<file path="src/rtl/core/plob_pkg.sv">
// Package with the order book sizes, status codes and control structures.
`default_nettype none

package plob_pkg;

    localparam int LEVELS    = 64;
    localparam int USED_W    = $clog2(LEVELS + 1);
    localparam int PRICE_W   = 32;
    localparam int QTY_W     = 32;
    localparam int DEPTH_W   = 7;
    localparam int STATUS_W  = 2;

    localparam logic [STATUS_W-1:0] ST_INSERTED   = 2'd0;
    localparam logic [STATUS_W-1:0] ST_AGGREGATED = 2'd1;
    localparam logic [STATUS_W-1:0] ST_DROPPED    = 2'd2;

    // Commands from the controller to the datapath.
    typedef struct packed {
        logic load;
        logic compare;
        logic update;
        logic capture;
    } plob_cmd_t;

endpackage

`default_nettype wire

</file>
<file path="src/rtl/core/plob_ctrl.sv">
// Controller that sequences one order through compare, update and result capture.
`default_nettype none

module plob_ctrl (
    input  wire logic               clk,
    input  wire logic               rst_n,
    input  wire logic               ord_valid,
    output logic                    ord_ready,
    output logic                    res_valid,
    input  wire logic               res_ready,
    output plob_pkg::plob_cmd_t     cmd
);
    import plob_pkg::*;

    typedef enum logic [1:0] {
        S_IDLE,
        S_CMP,
        S_UPD,
        S_OUT
    } state_t;

    state_t state_reg, state_next;
    logic   out_valid_reg, out_valid_next;
    logic   out_free;

    // The result register is free when empty or being taken this cycle.
    assign out_free = !out_valid_reg || res_ready;

    // Next state and commands.
    always_comb
    begin
        state_next     = state_reg;
        out_valid_next = out_valid_reg && !res_ready;
        cmd            = '0;
        case (state_reg)
            S_IDLE:
            begin
                if (ord_valid)
                begin
                    cmd.load   = 1'b1;
                    state_next = S_CMP;
                end
            end
            S_CMP:
            begin
                cmd.compare = 1'b1;
                state_next  = S_UPD;
            end
            S_UPD:
            begin
                cmd.update = 1'b1;
                state_next = S_OUT;
            end
            S_OUT:
            begin
                if (out_free)
                begin
                    cmd.capture    = 1'b1;
                    out_valid_next = 1'b1;
                    state_next     = S_IDLE;
                end
            end
            default:
            begin
                state_next = S_IDLE;
            end
        endcase
    end

    // State and registered outputs.
    always_ff @(posedge clk or negedge rst_n)
    begin
        if (!rst_n)
        begin
            state_reg     <= S_IDLE;
            out_valid_reg <= 1'b0;
        end
        else
        begin
            state_reg     <= state_next;
            out_valid_reg <= out_valid_next;
        end
    end

    assign ord_ready = (state_reg == S_IDLE);
    assign res_valid = out_valid_reg;

endmodule

`default_nettype wire

</file>
<file path="config.mk">
export PLATFORM = sky130hd
export DESIGN_NAME = plob_ctrl
export DESIGN_NICKNAME = d
export VERILOG_FILES = /design/src/rtl/core/plob_pkg.sv /design/src/rtl/core/plob_ctrl.sv
export SDC_FILE = /design/constraint.sdc
export NUM_CORES = 1
export LEC_CHECK = 0
export ABC_CLOCK_PERIOD_IN_PS = 2400
export CORE_AREA = 2 2 39 41
export CTS_BUF_LIST = sky130_fd_sc_hd__clkbuf_8
export DETAILED_ROUTE_END_ITERATION = 6
export DIE_AREA = 0 0 41 43
export DONT_BUFFER_PORTS = 1
export GPL_ROUTABILITY_DRIVEN = 0
export PLACE_DENSITY_LB_ADDON = 0.3
export SETUP_SLACK_MARGIN = 0.3
export SKIP_LAST_GASP = 1
export SLEW_MARGIN = 25
export SYNTH_ARGS = -nofsm -noshare
export SYNTH_HDL_FRONTEND = slang
export SYNTH_SLANG_ARGS = --single-unit
</file>
<file path="constraint.sdc">
create_clock -name clk -period 2.4 [get_ports clk]
set_input_delay 0.48 -clock clk [delete_from_list [all_inputs] [get_ports clk]]
set_output_delay 0.48 -clock clk [all_outputs]
set_load 0.1 [all_outputs]
</file>
==> After elaboration in Yosys (flattened, before gate mapping) <==
Index checks and enable logic that the tools add are counted.
Widths: inputs -> output; s select.
{ "op_classes": {"n_eq_ne": 5, "magnitude_cmp": 0, "n_addsub": 0, "shifts": 0, "n_mul": 0, "div": 0, "reduce_logical": 6, "n_mux": 11, "bitwise": 0} }
{ "ops": {"columns": ["cell", "count"], "rows": [
  ["$mux 1", 8],
  ["$pmux 2 s4", 1],
  ["$eq 2x2->1 const B", 2],
  ["$mux 2", 2],
  ["$ne 2x2->1 const B", 2],
  ["$eq 2x1->1 const B", 1],
  ["$logic_not 1->1", 2],
  ["$logic_not 2->1", 1],
  ["$reduce_and 2->1", 1],
  ["$logic_and 1x1->1", 1],
  ["$logic_or 1x1->1", 1]
]} }
{ "totals": {"latch_bits": 0, "regBits": 3, "ram_bits": 0, "input_bits": 4, "output_inout_bits": 6, "wordCells": 24, "rom_bits": 0, "mem_count": 0} }

==> Logic depth before layout (Yosys ltp) <==
{ "logic_depth": {"depth_word": 4, "ltp_mapped": 4, "depth_no_buf": 4} }

==> Least setup slack after synthesis <==
Ideal clock, no wire load.
{ "synth_path": {"kind": "register to output", "start": "register state_reg[0]", "end": "output port cmd[3] (netlist bit)", "stages_incl_launch_ff": 4, "required_ps": 1920, "arrival_time_ps": 2187, "path_slack_ps": -267, "n_path_buf": 0, "cell_sequence": "dfrtp_1 -> inv_1 -> ha_1 -> and2_1"} }
{ "synth_lines": {"columns": ["item", "line", "rtl"], "rows": [
  ["start, declared", "plob_ctrl.sv:22", "state_t state_reg, state_next;"],
  ["start signal, assigned", "plob_ctrl.sv:80", "state_reg <= state_next;"],
  ["end, declared", "plob_ctrl.sv:11", "output plob_pkg::plob_cmd_t cmd"]
]} }

==> qor.yml <==
setup_path:
  crit_arrival_ps: 1290
  path_cells: "ha_1 -> and2_2"
  required_ps: 1920
  start_kind: "register"
  cpPeakStageDelay_ps: 480
  cpMaxStageDelayCell: "and2_2"
  cp_max_fo: 4
  endpoint_kind: "primary output"
  critical_path_class: "register to primary output"
clock_network:
  clock_latency_ps: 220
  clockBufferDepth: 2
  cts-htree-levels: 1
  clockRootBuffer: "clkbuf_8"
  clk_pin_slew_ps: 30
  cts_tree: "built"
  clock_sinks: 3
  cts_setup_buffers: 0
  cts_inserted_buffers: 3
logic_synthesis:
  synth_most_common_cell: "ha_1"
  ys.flop_type: "dfrtp_1"
  yosysTopAreaCell: "dfrtp_1"
  synth_edf_count: 0
  ys_seq_area_frac: 0.366
  synthCells: 18
  synthTopCellsByCount: "ha_1 (4), dfrtp_1 (3), inv_1 (3)"
  netlist.area_leader.share: 0.366
  synth_nets: 26
  ys_types: 9
  synthTopCellsByArea: "dfrtp_1 (37%), ha_1 (24%), mux2_4 (7.3%)"
  syn_area_per_cell_sq_um: 11.4
  netlist_area_sq_um: 205
  synthArstFlopShare: 1.00
  yosys_warnings: 0
  ys_ff_latch: 3
floorplan:
  die_w_um: 41
  design.die.area_sq_um: 1760
  initial_core_util: 0.148
  die_y_um: 43
  ios: 10
  rows: 14
  core_area_sq_um: 1380
timing:
  clock.fmax_ghz: 0.566
  setup_viol: 0
  setup_slack_ps: 633
  rsz0062_at_grt: "no"
  clock_skew_ps: 0.389
  relSlewSlack: 0.636
  tns_ps: 0
  fin_crit_sh: 0.736
  final_hold_viol_count: 0
  slew_viol_final: 0
  worstMarginPinSlew_ps: 546
  final.min_clock_period_ps: 1770
global_routing:
  grt_pass1_wl_um: 814
  grt_use_total: 0.0775
  grt_pass1_vias: 199
  grt_overflow_total: 0
  grt_max_degree: 5
  antenna_found_initial: 0
cells_and_area:
  antenna-diode-count: 0
  nets: 36
  drive_gt1_frac: 0.519
  fillers: 148
  multi_input_area_sq_um: 126
  syn_to_final_growth_pct: 61.0
  largest_reg_flops: 2
  seqCellArea_sq_um: 75.1
routing:
  wl_um: 482
  vias: 165
  drt-wirelength-per-cell_um: 11.2
  routed_via_density: 3.84
  drt_iter0_markers: 0
  ant_nets: 0
  remaining_drc_errors: 0
  firstDrtPassIters: 1
hold_path:
  holdCritPathClass: "primary input to register"
placed_design:
  port-buffer-count: 0
  pre_cts_ws_ps: 569
  dpl.hpwl_um: 386
job:
  drv_cap: 0
run_status:
  status: "finished clean"
worst paths after layout:
check                                      endpoint                      from  cells after the start  slack, ps
max reg2reg                state_reg[1]$_DFFE_PN0P_  state_reg[0]$_DFFE_PN0P_                      5        850
min reg2reg                     res_valid$_DFF_PN0_       res_valid$_DFF_PN0_                      2        530
min                             res_valid$_DFF_PN0_                 res_ready                      2        460
max in group asynchronous       res_valid$_DFF_PN0_                     rst_n                      1       1740
min in group asynchronous  state_reg[1]$_DFFE_PN0P_                     rst_n                      1        520
max                                          cmd[0]  state_reg[1]$_DFFE_PN0P_                      2        630
cell usage in the layout, fill, tap and decap left out:
master	count
and2_2	2
ha_2	2
and3b_1	1
o32a_2	1
buf_12	1
buf_4	3
clkbuf_8	3
nand2b_1	2
dlygate4sd3_1	1
inv_1	4
dfrtp_1	3
a21oi_2	1
ha_1	2
mux2_4	1
layout make-up:
cell class / count / area share
Clock inverter: 1 / 0.0114
Inverter: 3 / 0.0341
Tap cell: 16 / 0.0606
Sequential cell: 3 / 0.227
Timing Repair Buffer: 5 / 0.159
Clock buffer: 3 / 0.125
Multi-Input combinational cell: 12 / 0.383
metrics by stage:
step	utilization	cell area [sq um]	instances	hold slack, ps
6_report	0.239	330	43	458
5_1_grt	0.239	330	43	476
4_1_cts	0.237	328	43	460
3_5_place_dp	0.197	273	38	185
3_3_place_gp	0.197	273	38	184
2_1_floorplan	-	210	18	184
critical path: cells and delay by family (launching register included):
family,cells,cell delay (ps)
AND/OR/NAND/NOR,1,480
adder cells (fa/ha/maj),1,190
flip-flops,1,400
logic make-up after synthesis:
family,after synthesis,share of synthesized area
and+or+nand+nor,5,0.165
adders and majority gates,4,0.244
buffers and inverters,3,0.0549
DFF,3,0.366
AOI/OAI and AO/OA,2,0.0976
muxes,1,0.0731
what timing repair did:
item                                    CTS  global route
endpoints found under the setup margin    0             1
hold buffers                              1             0
hold endpoints to repair                  3             0
gates resized for setup                   0             1
routing by layer:
metal | GRT usage | up-vias | wire length, um
met5 | 0 | - | 0
met4 | 0.0800 | 0 | 23
met3 | 0.0681 | 4 | 105
met2 | 0.0781 | 13 | 177
met1 | 0.0877 | 71 | 175
li1 | - | 77 | -
Power is left out: the tool's default activity adds up to more than one toggle a clock period on the data nets, which glitch-free logic cannot reach.
